### config.mk
export PLATFORM = sky130hd
export DESIGN_NAME = zero_run_length_encoder_unit
export DESIGN_NICKNAME = d
export VERILOG_FILES = /design/src/rtl/core/zrle_pkg.sv /design/src/rtl/core/zrle_encode.sv /design/src/rtl/core/zrle_emit.sv /design/src/rtl/core/zero_run_length_encoder_unit.sv
export SDC_FILE = /design/constraint.sdc
export NUM_CORES = 1
export LEC_CHECK = 0
export BUFFER_PORTS_ARGS = -buffer_cell sky130_fd_sc_hd__buf_4
export CORE_MARGIN = 3
export CORE_UTILIZATION = 58
export CTS_BUF_LIST = sky130_fd_sc_hd__clkbuf_4 sky130_fd_sc_hd__clkbuf_8 sky130_fd_sc_hd__clkbuf_16
export CTS_CLUSTER_DIAMETER = 50
export DETAILED_ROUTE_END_ITERATION = 8
export PLACE_DENSITY = 0.85
export SETUP_SLACK_MARGIN = 0.05
export SYNTH_ARGS = -nofsm -noshare
export SYNTH_HDL_FRONTEND = slang
export SYNTH_SLANG_ARGS = --single-unit
### constraint.sdc
create_clock -name clk -period 4.7 [get_ports clk]
set_input_delay 0.235 -clock clk [delete_from_list [all_inputs] [get_ports clk]]
set_output_delay 0.235 -clock clk [all_outputs]
set_load 0.05 [all_outputs]
### src/rtl/core/zrle_pkg.sv
// ----------------------------------------------------------------------------
// zrle_pkg
// Shared widths and types for the zero run-length encoder.
// ----------------------------------------------------------------------------
package zrle_pkg;

  localparam int WORD_BITS = 16;
  localparam int CNT_BITS  = 16;
  localparam int NUM_BITS  = 2;

  localparam logic [CNT_BITS-1:0] RUN_LIMIT_RESET = CNT_BITS'(65000);

  localparam logic [WORD_BITS-1:0] RUN_MARKER = '0;

  // Results for one input item, handed from the encoder to the emitter.
  typedef struct packed {
    logic                 load;
    logic [NUM_BITS-1:0]  num;
    logic                 eob;
    logic [WORD_BITS-1:0] v0;
    logic [WORD_BITS-1:0] v1;
    logic [WORD_BITS-1:0] v2;
  } burst_t;

endpackage

### src/rtl/core/zrle_encode.sv
// ----------------------------------------------------------------------------
// zrle_encode
// Input register, run limit register and zero counter; builds the result
// burst of one input word.
// ----------------------------------------------------------------------------
module zrle_encode (
  input  logic                          clk,
  input  logic                          rst,
  input  logic                          in_valid,
  output logic                          in_ready,
  input  logic [zrle_pkg::WORD_BITS-1:0] word,
  input  logic                          end_of_block,
  input  logic                          cfg_valid,
  output logic                          cfg_ready,
  input  logic [zrle_pkg::CNT_BITS-1:0] cfg_data,
  input  logic                          burst_free,
  output zrle_pkg::burst_t              burst
);
  import zrle_pkg::*;

  logic                 item_valid;
  logic [WORD_BITS-1:0] word_q;
  logic                 eob_q;
  logic [CNT_BITS-1:0]  run_limit;
  logic [CNT_BITS-1:0]  zero_count;
  logic [CNT_BITS-1:0]  zero_count_next;
  logic [CNT_BITS-1:0]  cnt1;
  logic                 item_take;
  logic [NUM_BITS-1:0]  num;

  assign cfg_ready = 1'b1;
  assign item_take = item_valid && burst_free;
  assign in_ready  = !item_valid || item_take;
  assign cnt1      = zero_count + CNT_BITS'(1);

  always_comb begin
    num             = '0;
    zero_count_next = zero_count;
    burst.v0        = RUN_MARKER;
    burst.v1        = RUN_MARKER;
    burst.v2        = RUN_MARKER;
    if (word_q == '0) begin
      if (cnt1 >= run_limit || eob_q) begin
        num             = NUM_BITS'(2);
        burst.v1        = WORD_BITS'(cnt1);
        zero_count_next = '0;
      end else begin
        zero_count_next = cnt1;
      end
    end else begin
      zero_count_next = '0;
      if (zero_count != '0) begin
        num      = NUM_BITS'(3);
        burst.v1 = WORD_BITS'(zero_count);
        burst.v2 = word_q;
      end else begin
        num      = NUM_BITS'(1);
        burst.v0 = word_q;
      end
    end
    burst.num  = num;
    burst.eob  = eob_q;
    burst.load = item_take && (num != '0);
  end

  always_ff @(posedge clk) begin
    if (rst) begin
      item_valid <= 1'b0;
      zero_count <= '0;
      run_limit  <= RUN_LIMIT_RESET;
    end else begin
      if (in_valid && in_ready) begin
        item_valid <= 1'b1;
      end else if (item_take) begin
        item_valid <= 1'b0;
      end
      if (item_take) begin
        zero_count <= zero_count_next;
      end
      if (cfg_valid) begin
        run_limit <= cfg_data;
      end
    end
  end

  always_ff @(posedge clk) begin
    if (in_valid && in_ready) begin
      word_q <= word;
      eob_q  <= end_of_block;
    end
  end

endmodule

### src/rtl/core/zrle_emit.sv
// ----------------------------------------------------------------------------
// zrle_emit
// Holds one result burst and moves it, one word a cycle while out_ready allows,
// into the output register; flags the final result of the item and of the block.
// ----------------------------------------------------------------------------
module zrle_emit (
  input  logic                           clk,
  input  logic                           rst,
  input  zrle_pkg::burst_t               burst,
  output logic                           burst_free,
  output logic                           out_valid,
  input  logic                           out_ready,
  output logic [zrle_pkg::WORD_BITS-1:0] value,
  output logic                           last_of_item,
  output logic                           block_done
);
  import zrle_pkg::*;

  logic [NUM_BITS-1:0]  rem;
  logic [WORD_BITS-1:0] b0;
  logic [WORD_BITS-1:0] b1;
  logic [WORD_BITS-1:0] b2;
  logic                 eob_b;
  logic                 out_load;
  logic                 final_word;

  assign final_word = (rem == NUM_BITS'(1));
  assign out_load   = (rem != '0) && (!out_valid || out_ready);
  assign burst_free = (rem == '0) || (final_word && out_load);

  always_ff @(posedge clk) begin
    if (rst) begin
      rem       <= '0;
      out_valid <= 1'b0;
    end else begin
      if (out_load) begin
        out_valid <= 1'b1;
      end else if (out_ready) begin
        out_valid <= 1'b0;
      end
      if (burst.load) begin
        rem <= burst.num;
      end else if (out_load) begin
        rem <= rem - NUM_BITS'(1);
      end
    end
  end

  always_ff @(posedge clk) begin
    if (out_load) begin
      value        <= b0;
      last_of_item <= final_word;
      block_done   <= final_word && eob_b;
    end
    if (burst.load) begin
      b0    <= burst.v0;
      b1    <= burst.v1;
      b2    <= burst.v2;
      eob_b <= burst.eob;
    end else if (out_load) begin
      b0 <= b1;
      b1 <= b2;
    end
  end

endmodule

### src/rtl/core/zero_run_length_encoder_unit.sv
// ----------------------------------------------------------------------------
// zero_run_length_encoder_unit
// Zero run-length encoder for 16-bit print-head words: literals pass,
// zero runs leave as the pair (0, count).
// ----------------------------------------------------------------------------
//  channel  direction  handshake              payload
//  in       input      in_valid / in_ready    word, end_of_block
//  out      output     out_valid / out_ready  value, last_of_item, block_done
//  cfg      input      cfg_valid / cfg_ready  cfg_data (run limit)
//
//  An input word produces 0 to 3 results; the output register sends one per
//  cycle unless out_ready stalls it, and the next burst loads as the last
//  result of the current one moves into the output register.
//  A result passes the input, burst and output registers in turn.
//  rst (synchronous) clears the counter, run limit to 65000, and all valids.
//  A stalled output holds the burst; the input register then fills and
//  in_ready drops.
// ----------------------------------------------------------------------------
module zero_run_length_encoder_unit (
  input  logic                           clk,
  input  logic                           rst,
  input  logic                           in_valid,
  output logic                           in_ready,
  input  logic [zrle_pkg::WORD_BITS-1:0] word,
  input  logic                           end_of_block,
  output logic                           out_valid,
  input  logic                           out_ready,
  output logic [zrle_pkg::WORD_BITS-1:0] value,
  output logic                           last_of_item,
  output logic                           block_done,
  input  logic                           cfg_valid,
  output logic                           cfg_ready,
  input  logic [zrle_pkg::CNT_BITS-1:0]  cfg_data
);
  import zrle_pkg::*;

  burst_t burst;
  logic   burst_free;

  zrle_encode u_encode (
    .clk          (clk),
    .rst          (rst),
    .in_valid     (in_valid),
    .in_ready     (in_ready),
    .word         (word),
    .end_of_block (end_of_block),
    .cfg_valid    (cfg_valid),
    .cfg_ready    (cfg_ready),
    .cfg_data     (cfg_data),
    .burst_free   (burst_free),
    .burst        (burst)
  );

  zrle_emit u_emit (
    .clk          (clk),
    .rst          (rst),
    .burst        (burst),
    .burst_free   (burst_free),
    .out_valid    (out_valid),
    .out_ready    (out_ready),
    .value        (value),
    .last_of_item (last_of_item),
    .block_done   (block_done)
  );

endmodule

# Yosys cells after proc, flatten, opt, wreduce, memory -nomap -nowiden
# Index checks and enable logic that the tools add are counted.
# totals
regBits	120
latchBits	0
mem_bits_rw	0
rom_bits	0
inputBits	38
word_cells	60
memories	0
# classes
add_sub_neg	2
multipliers	0
n_div	0
order_cmp	1
eq_ne	1
shifts	0
mux	20
n_bitwise	1
reduce_logical	21
# op_table
cell	n
$mux W16	10
$mux W32	1
$add A16 B1 Y16 const B	1
$ge A16 B16 Y1	1
$logic_not A16 Y1	1
$reduce_bool A16 Y1	1
$mux W2	5
$reduce_bool A2 Y1	5
$logic_and A1 B1 Y1	6
$logic_or A1 B1 Y1	4
$mux W1	4
$eq A2 B1 Y1 const B	1
$logic_not A1 Y1	2
$logic_not A2 Y1	1
$reduce_or A2 Y1	1
$sub A2 B1 Y2 const B	1
$not A1 Y1	1

# Logic depth before layout (Yosys ltp)
# Gate-level depths: netlist of run 1.
# logic_depth
word_depth	9
depth_mapped	16
depth_no_buf	12

# Cells and area by module
# A second synthesis of run 1 with hierarchy kept.
# unflattened
hier_cells	485
hier_area_um2	5815.6
# by_module_without_submodules
mod	n_inst	cells_per_inst	area_per_inst_um2	seq_area_each_um2
zrle_encode	1	357	3094.2	1171.1
zrle_emit	1	128	2721.4	2072.0

# Worst setup path after synthesis of run 1
# Ideal clock, no wire load.
# synth_path
path_kind	register to register
start	register u_encode.zero_count[3]
end	register u_emit.b0[0], enable pin
arrival_time_ns	3.658
required_ns	4.222
path_slack_ns	0.564
stages_incl_launch_ff	15
n_path_buf	4
period_less_slack_ns	4.136
path_cell_list	dfxtp_1 -> buf_6 -> nand3_4 -> or3_4 -> buf_6 -> nor4_1 -> xor2_1 -> ha_1 -> a211oi_1 -> o21ai_0 -> a21oi_1 -> a41o_1 -> clkbuf_1 -> clkbuf_1 -> nand2_1
# synth_between
elab_chain_len	8
# synth_lines
element	line_no	text
start: declaration	zrle_encode.sv:25	logic [CNT_BITS-1:0] zero_count;
start signal: assignment	zrle_encode.sv:78	zero_count <= zero_count_next;
$add A16 B1 Y16	zrle_encode.sv:34	assign cnt1 = zero_count + CNT_BITS'(1);
$ge A16 B16 Y1	zrle_encode.sv:43	if (cnt1 >= run_limit || eob_q) begin
$logic_or A1 B1 Y1	zrle_encode.sv:43	
$mux W2	zrle_encode.sv:43	
$mux W2 *	zrle_encode.sv:42	if (word_q == '0) begin
$reduce_bool A2 Y1 *	zrle_encode.sv:63	burst.load = item_take && (num != '0);
$logic_and A1 B1 Y1 *	zrle_encode.sv:63	
$reduce_bool A2 Y1 (no line) *	--	
end signal: assignment	zrle_emit.sv:56	b0 <= burst.v0;
end: declaration	zrle_emit.sv:20	logic [WORD_BITS-1:0] b0;
# Mark *: on every way between the ends. The rest lies on a longest branch, timed or not.
# A chain may end at the register's enable or synchronous reset.

# Worst setup path after layout of run 1
# layout_path
start	register u_encode.zero_count[3]
end	register u_encode.zero_count[6]
# layout_between
elab_chain_len	5
# layout_lines
element	line_no
$add A16 B1 Y16 *	zrle_encode.sv:34
$ge A16 B16 Y1	zrle_encode.sv:43
$logic_or A1 B1 Y1	zrle_encode.sv:43
$mux W16 *	zrle_encode.sv:43
$mux W16 *	zrle_encode.sv:42
# Marks and branches as above.

==> flow_metrics.py, run 1 <==
metrics = {
    "grt": {
        "grt_pass1_vias": 4047,
        "grt_start_max_net_pins": 34,
        "track_usage": 0.256,
        "grt_remaining_overflow": 0,
        "antenna_found_initial": 0,
        "grt_pass1_wl_mm": 20.3,
    },
    "yosys": {
        "syn-cell-area_um2": 5470,
        "syn_nets": 545,
        "synth_compound_area_frac": 0.114,
        "synthXorXnorAreaFrac": 0.0272,
        "async_flop_share": 0,
        "synthFlopType": "edfxtp_1",
        "ys_warn_count": 0,
        "synth_edf_count": 84,
        "avgSynthCellArea_um2": 11.2,
        "synth_adder_area_share": 0.0457,
        "synth_top_family_by_area": "simple AND/OR/NAND/NOR gates",
        "synthMuxAreaShare": 0.0174,
        "synthCells": 487,
        "synthDistinctLibCells": 48,
        "ys_seq_area_frac": 0.592,
        "synth-seq-cells": 120,
        "synth-simple-area-share": 0.155,
    },
    "route": {
        "dr.first_iter.drc_count": 350,
        "avgViaCountPerCell": 6.09,
        "ant_nets": 0,
        "drc": 0,
        "drt_pre_antenna_iters": 5,
        "wl_per_cell_um": 18.8,
        "finalWirelength_mm": 12.9,
        "vias": 4189,
    },
    "timing": {
        "hold_viol": 0,
        "skew_ns": 0.0124,
        "fin_crit_ns": 4.14,
        "fmax_mhz": 241,
        "worst_pin_slew_ns": 1.20,
        "rsz0062_at_grt": "no",
        "final_max_slew_viol_count": 0,
        "finalSetupViolations": 0,
        "maxSlewHeadroom": 0.196,
        "finalSetupTns_ns": 0,
        "post-route-period-util": 0.881,
    },
    "flow_run": {
        "max-cap-violations": 0,
    },
    "floorplanning": {
        "start_util": 0.613,
        "io_pins": 59,
        "fp.dieW_um": 103,
        "placementRows": 34,
        "core-area_um2": 8930,
        "die_area_um2": 10600,
        "die_y_um": 103,
    },
    "clocking": {
        "clock_sinks": 120,
        "path_clk_slew_ns": 0.06,
        "cts_hold_buf": 34,
        "numCtsBuffers": 17,
        "cts_resized": 0,
        "clockRootBuffer": "clkbuf_8",
        "post_cts.repair.setup_buffers": 0,
        "cts_max_level": 4,
        "cts.path.max_buffers": 2,
        "cts_tree": "done",
        "clk_latency_ns": 0.53,
    },
    "placed_design": {
        "place_area_um2": 5910,
        "place_hpwl_mm": 8.01,
        "gp_congestion": 0.920,
        "numPortBuffers": 57,
    },
    "cells_and_area": {
        "fin_nets": 625,
        "antennaDiodeCount": 0,
        "drive_gt1_frac": 0.181,
        "stdcell_area_um2": 6850,
        "syn_to_final_growth_pct": 25.2,
    },
    "power_and_ir_drop": {
        "p_seq_frac": 0.421,
        "p_clk_frac": 0.333,
        "power_density_nw_per_um2": 574,
        "power_leakage_nw": 2.75,
        "p_sw_mw": 1.29,
        "cellInternalPower_mw": 2.63,
        "combPwrFrac": 0.246,
        "p_sw_frac": 0.329,
        "peakVddDrop_mv": 0.329,
    },
    "worst_setup_path": {
        "arrival_ns": 4.58,
        "crit_fanout": 10,
        "cp.required_ns": 5.13,
        "critPathLaunchType": "register",
        "critPathCaptureType": "register",
        "crit_type": "reg2reg",
    },
    "outcome": {
        "status": "complete, no violations",
    },
    "hold_path": {
        "min_path_type": "in2reg",
    },
}
## cells in the mapped netlist, types with 3 or more instances
cell,number,area share
edfxtp_1,84,0.46
nand2_1,54,0.037
dfxtp_1,36,0.13
clkbuf_1,28,0.019
a21oi_1,24,0.022
nor2_1,24,0.016
inv_1,23,0.016
o21ai_0,21,0.019
ha_1,20,0.046
nand3_1,19,0.017
a22o_1,16,0.026
and3_1,16,0.018
o211ai_1,11,0.015
xnor2_1,10,0.016
nor4_1,9,0.010
nand4_1,8,0.0091
nor3_1,7,0.0064
xor2_1,7,0.011
nand2b_1,6,0.0069
mux2i_1,5,0.0091
a22oi_1,4,0.0055
a31oi_1,4,0.0046
and2_1,4,0.0046
and4_1,4,0.0064
mux2_2,4,0.0082
or4_1,4,0.0055
a21o_1,3,0.0041
buf_2,3,0.0027
buf_6,3,0.0062
nor2b_1,3,0.0034
## final cells by class
class	instances	area, um2
clock buffers	17	414
clock inverters	15	184
fillers	539	2080
inverters	24	90.1
multi-input cells	307	1970
flip-flops and latches	120	3240
well taps	108	135
repair buffers	97	813
## per-layer routing
metal / part of all wire / global-route usage / vias to the layer above
met1: 0.41 / 0.323 / 2008
met4: 0.024 / 0.109 / 0
met2: 0.50 / 0.424 / 205
met3: 0.061 / 0.0616 / 32
met5: 0 / 0 / -
li1: - / - / 1944
## layout by cell type (no fill, tap or decap), types with 3 or more instances in the layout
cell type       n
a22oi_1         4
mux2_2          4
nand4_1         8
dlygate4sd3_1  34
xnor2_1        10
nor2b_1         3
nor2_1         24
nand3_1        19
edfxtp_1       84
mux2i_1         5
clkbuf_16      16
and2_1          4
o211ai_1       11
buf_4          63
nor3_1          7
dfxtp_1        36
a31oi_1         4
a21o_1          3
or4_1           4
a22o_1         16
xor2_1          7
inv_1          23
o21ai_0        21
and4_1          4
nor4_1          9
ha_1           20
and3_1         16
nand2b_1        6
nand2_1        54
a21oi_1        24
inv_8           5
inv_6           4
## flip-flops by register name (all words and copies together), names as in the netlist, 2 cells and up
| name | count |
|---|---|
| u_emit.b1 | 16 |
| u_encode.zero_count | 16 |
| u_emit.b0 | 16 |
| u_encode.run_limit | 16 |
| u_emit.b2 | 16 |
| u_emit.rem | 2 |
| u_encode.word_q | 16 |
| u_emit.value | 16 |
## worst paths after layout
check / slack (ns) / to / cells past startpoint / from
hold / removal: 0.06 / u_emit.out_valid$_SDFFE_PP0P_ / 3 / out_ready
hold reg to reg: 0.42 / u_emit.value[14]$_DFFE_PP_ / 0 / u_emit.b0[14]$_DFFE_PP_
setup / recovery: 0.56 / u_encode.zero_count[6]$_SDFFE_PP0P_ / 11 / u_encode.zero_count[3]$_SDFFE_PP0P_
setup reg to reg: 0.56 / u_encode.zero_count[6]$_SDFFE_PP0P_ / 11 / u_encode.zero_count[3]$_SDFFE_PP0P_
## cells by family after synthesis
family / count (synthesis)
compound gates: 94
xor+xnor: 17
fa+ha+maj: 20
buf+inv: 60
flops: 120
mux: 9
other cells: 1
simple gates: 166
## critical path: stages (launching register included)
cell	delay, ns
dfxtp_1	0.56
nand3_4	0.12
or3_4	0.46
nor4_1	0.35
xor2_1	0.30
ha_1	0.32
a211oi_1	0.23
o21ai_0	0.11
a21oi_1	0.27
nand4_1	0.44
or4_1	0.66
a31oi_1	0.23
## power by group through the flow
stage / Clock, mW / Sequential, mW / Combinational (mW)
global placement: 0 / 1.65 / 0.904
global route: 1.36 / 1.68 / 1.03
floorplan: 0 / 1.95 / 0.340
finish: 1.31 / 1.65 / 0.967
CTS: 1.31 / 1.65 / 0.964
detailed placement: 0 / 1.67 / 0.933
## stage by stage
step / cells / setup WS (ns) / util / power, mW / hold WS (ns)
5_1_grt: 688 / 0.334 / 0.767 / 4.07 / 0.0929
2_1_floorplan: 487 / 0.564 / - / 2.29 / 0.334
3_3_place_gp: 622 / 0.900 / 0.662 / 2.55 / 0.403
3_5_place_dp: 622 / 0.730 / 0.662 / 2.60 / 0.405
6_report: 688 / 0.559 / 0.767 / 3.93 / 0.0626
4_1_cts: 688 / 0.651 / 0.767 / 3.92 / 0.0550
(Power assumes the default switching activity.)
==> inputs of run 2 (changes only) <==
--- a/config.mk
+++ b/config.mk
@@ -12,6 +12,7 @@
 export CTS_CLUSTER_DIAMETER = 50
 export DETAILED_ROUTE_END_ITERATION = 8
 export PLACE_DENSITY = 0.85
+export REMOVE_ABC_BUFFERS = 1
 export SETUP_SLACK_MARGIN = 0.05
 export SYNTH_ARGS = -nofsm -noshare
 export SYNTH_HDL_FRONTEND = slang
==> run 2 against run 1 <==
  * Sequential share of layout area about the same
  * Utilization about the same
  * Hold slack worse by 0.0059 ns
  * Non-clock buffer count fell by 1
  * Register-to-register slack improved by 0.05 ns
  * First-iteration DRC count shrank 30%
  * Sequential power is essentially flat
  * Die area unchanged
  * Routed wire length grew 0.24%
  * Critical path depth rose by 1
  * Largest cell class unchanged
==> flow_metrics.py, run 2 (same netlist as run 1, synthesis figures left out) <==
metrics = {
    "timing": {
        "fin_ws_ns": 0.607,
        "skew_ns": 0.00906,
        "final_max_slew_viol_count": 0,
        "finalSetupTns_ns": 0,
        "worst_pin_slew_ns": 1.29,
        "hold_viol": 0,
        "finalSetupViolations": 0,
        "fin_crit_ns": 4.09,
        "post-route-period-util": 0.871,
        "maxSlewHeadroom": 0.136,
        "rsz0062_at_grt": "no",
        "fmax_mhz": 244,
    },
    "floorplanning": {
        "core-area_um2": 8930,
        "placementRows": 34,
        "start_util": 0.613,
        "die_y_um": 103,
        "die_area_um2": 10600,
        "fp.dieW_um": 103,
        "io_pins": 59,
    },
    "worst_setup_path": {
        "cp.required_ns": 4.98,
        "crit_type": "reg2reg",
        "arrival_ns": 4.37,
        "critPathLaunchType": "register",
        "critPathCaptureType": "register",
        "crit_fanout": 26,
        "r2r_slack_ns": 0.61,
    },
    "clocking": {
        "numCtsBuffers": 17,
        "cts_resized": 0,
        "cts_hold_buf": 34,
        "path_clk_slew_ns": 0.06,
        "clk_latency_ns": 0.53,
        "clockRootBuffer": "clkbuf_8",
        "cts.path.max_buffers": 2,
        "post_cts.repair.setup_buffers": 0,
        "clock_sinks": 120,
        "cts_tree": "done",
        "cts_max_level": 4,
    },
    "grt": {
        "grt_start_max_net_pins": 33,
        "grt_remaining_overflow": 0,
        "grt_pass1_wl_mm": 21.0,
        "track_usage": 0.266,
        "antenna_found_initial": 1,
        "grt_pass1_vias": 4168,
    },
    "cells_and_area": {
        "mostFrequentLayoutCell": "edfxtp_1",
        "antennaDiodeCount": 0,
        "syn_to_final_growth_pct": 25.2,
        "fin_nets": 624,
        "mostFrequentLayoutCells": "edfxtp_1 (84), buf_4 (61), nand2_1 (54)",
        "drive_gt1_frac": 0.178,
        "stdcell_area_um2": 6850,
    },
    "route": {
        "ant_nets": 0,
        "met2_length_mm": 6.54,
        "met1Wirelength_mm": 5.04,
        "drt_pre_antenna_iters": 5,
        "drc": 0,
        "wl_met3_mm": 1.06,
        "avgViaCountPerCell": 5.99,
        "vias": 4113,
        "dr.first_iter.drc_count": 246,
        "highest_layer": "met5",
        "wl_per_cell_um": 18.9,
        "finalWirelength_mm": 13.0,
    },
    "placed_design": {
        "gp_congestion": 0.866,
        "numPortBuffers": 57,
        "place_hpwl_mm": 8.27,
        "place_area_um2": 5920,
        "post-place-ws_ns": 0.752,
    },
    "power_and_ir_drop": {
        "power_density_nw_per_um2": 573,
        "peakVddDrop_mv": 0.324,
        "power_leakage_nw": 2.74,
    },
    "outcome": {
        "status": "complete, no violations",
    },
    "hold_path": {
        "min_path_type": "in2reg",
    },
    "flow_run": {
        "max-cap-violations": 0,
    },
}
==> run 2: stage by stage <==
| step | hold WS, ns | util | total power, mW | cells |
|---|---|---|---|---|
| 5_1_grt | 0.0421 | 0.767 | 4.08 | 687 |
| 6_report | 0.0567 | 0.767 | 3.92 | 687 |
| 2_1_floorplan | 0.304 | - | 2.27 | 451 |
| 3_3_place_gp | 0.401 | 0.662 | 2.56 | 621 |
| 3_5_place_dp | 0.408 | 0.662 | 2.61 | 621 |
| 4_1_cts | 0.0512 | 0.767 | 3.93 | 687 |
==> run 2: worst paths after layout <==
path                                                 endpoint                                start  cells past startpoint
worst min register to register     u_emit.value[11]$_DFFE_PP_              u_emit.b0[11]$_DFFE_PP_                      0
worst max-delay path                   u_emit.b1[2]$_DFFE_PP_  u_encode.zero_count[0]$_SDFFE_PP0P_                     12
worst min-delay path            u_emit.out_valid$_SDFFE_PP0P_                            out_ready                      3
worst max register to register         u_emit.b1[2]$_DFFE_PP_  u_encode.zero_count[0]$_SDFFE_PP0P_                     12
==> run 2: layout make-up <==
class,count,area (um2)
Sequential cell,120,3240
Clock inverter,14,174
Tap cell,108,135
Multi-Input combinational cell,307,1970
Fill cell,557,2080
Inverter,24,90.1
Clock buffer,18,422
Timing Repair Buffer,96,818
==> run 2: critical path, cell delays in order (launching register included) <==
cell and delay, ns:
dfxtp_1 0.47, ha_1 0.33, and4_1 0.25, nand4_1 0.28
nor3_1 0.32, xor2_1 0.29, ha_1 0.19, nand4_1 0.10
nor3_1 0.28, nand3b_1 0.20, a41o_1 0.33, inv_2 0.41
mux2_2 0.40
==> run 2: power breakdown <==
group	leakage, nW	internal (mW)	switching, mW
logic	1.34	0.306	0.656
clock network	0.283	0.817	0.485
registers	1.11	1.56	0.105
==> run 2: metal layers <==
metal  global-route usage  vias up
li1                     -     1944
met1                0.322     1938
met2                0.443      197
met3               0.0927       32
met4               0.0956        2
met5                    0        -
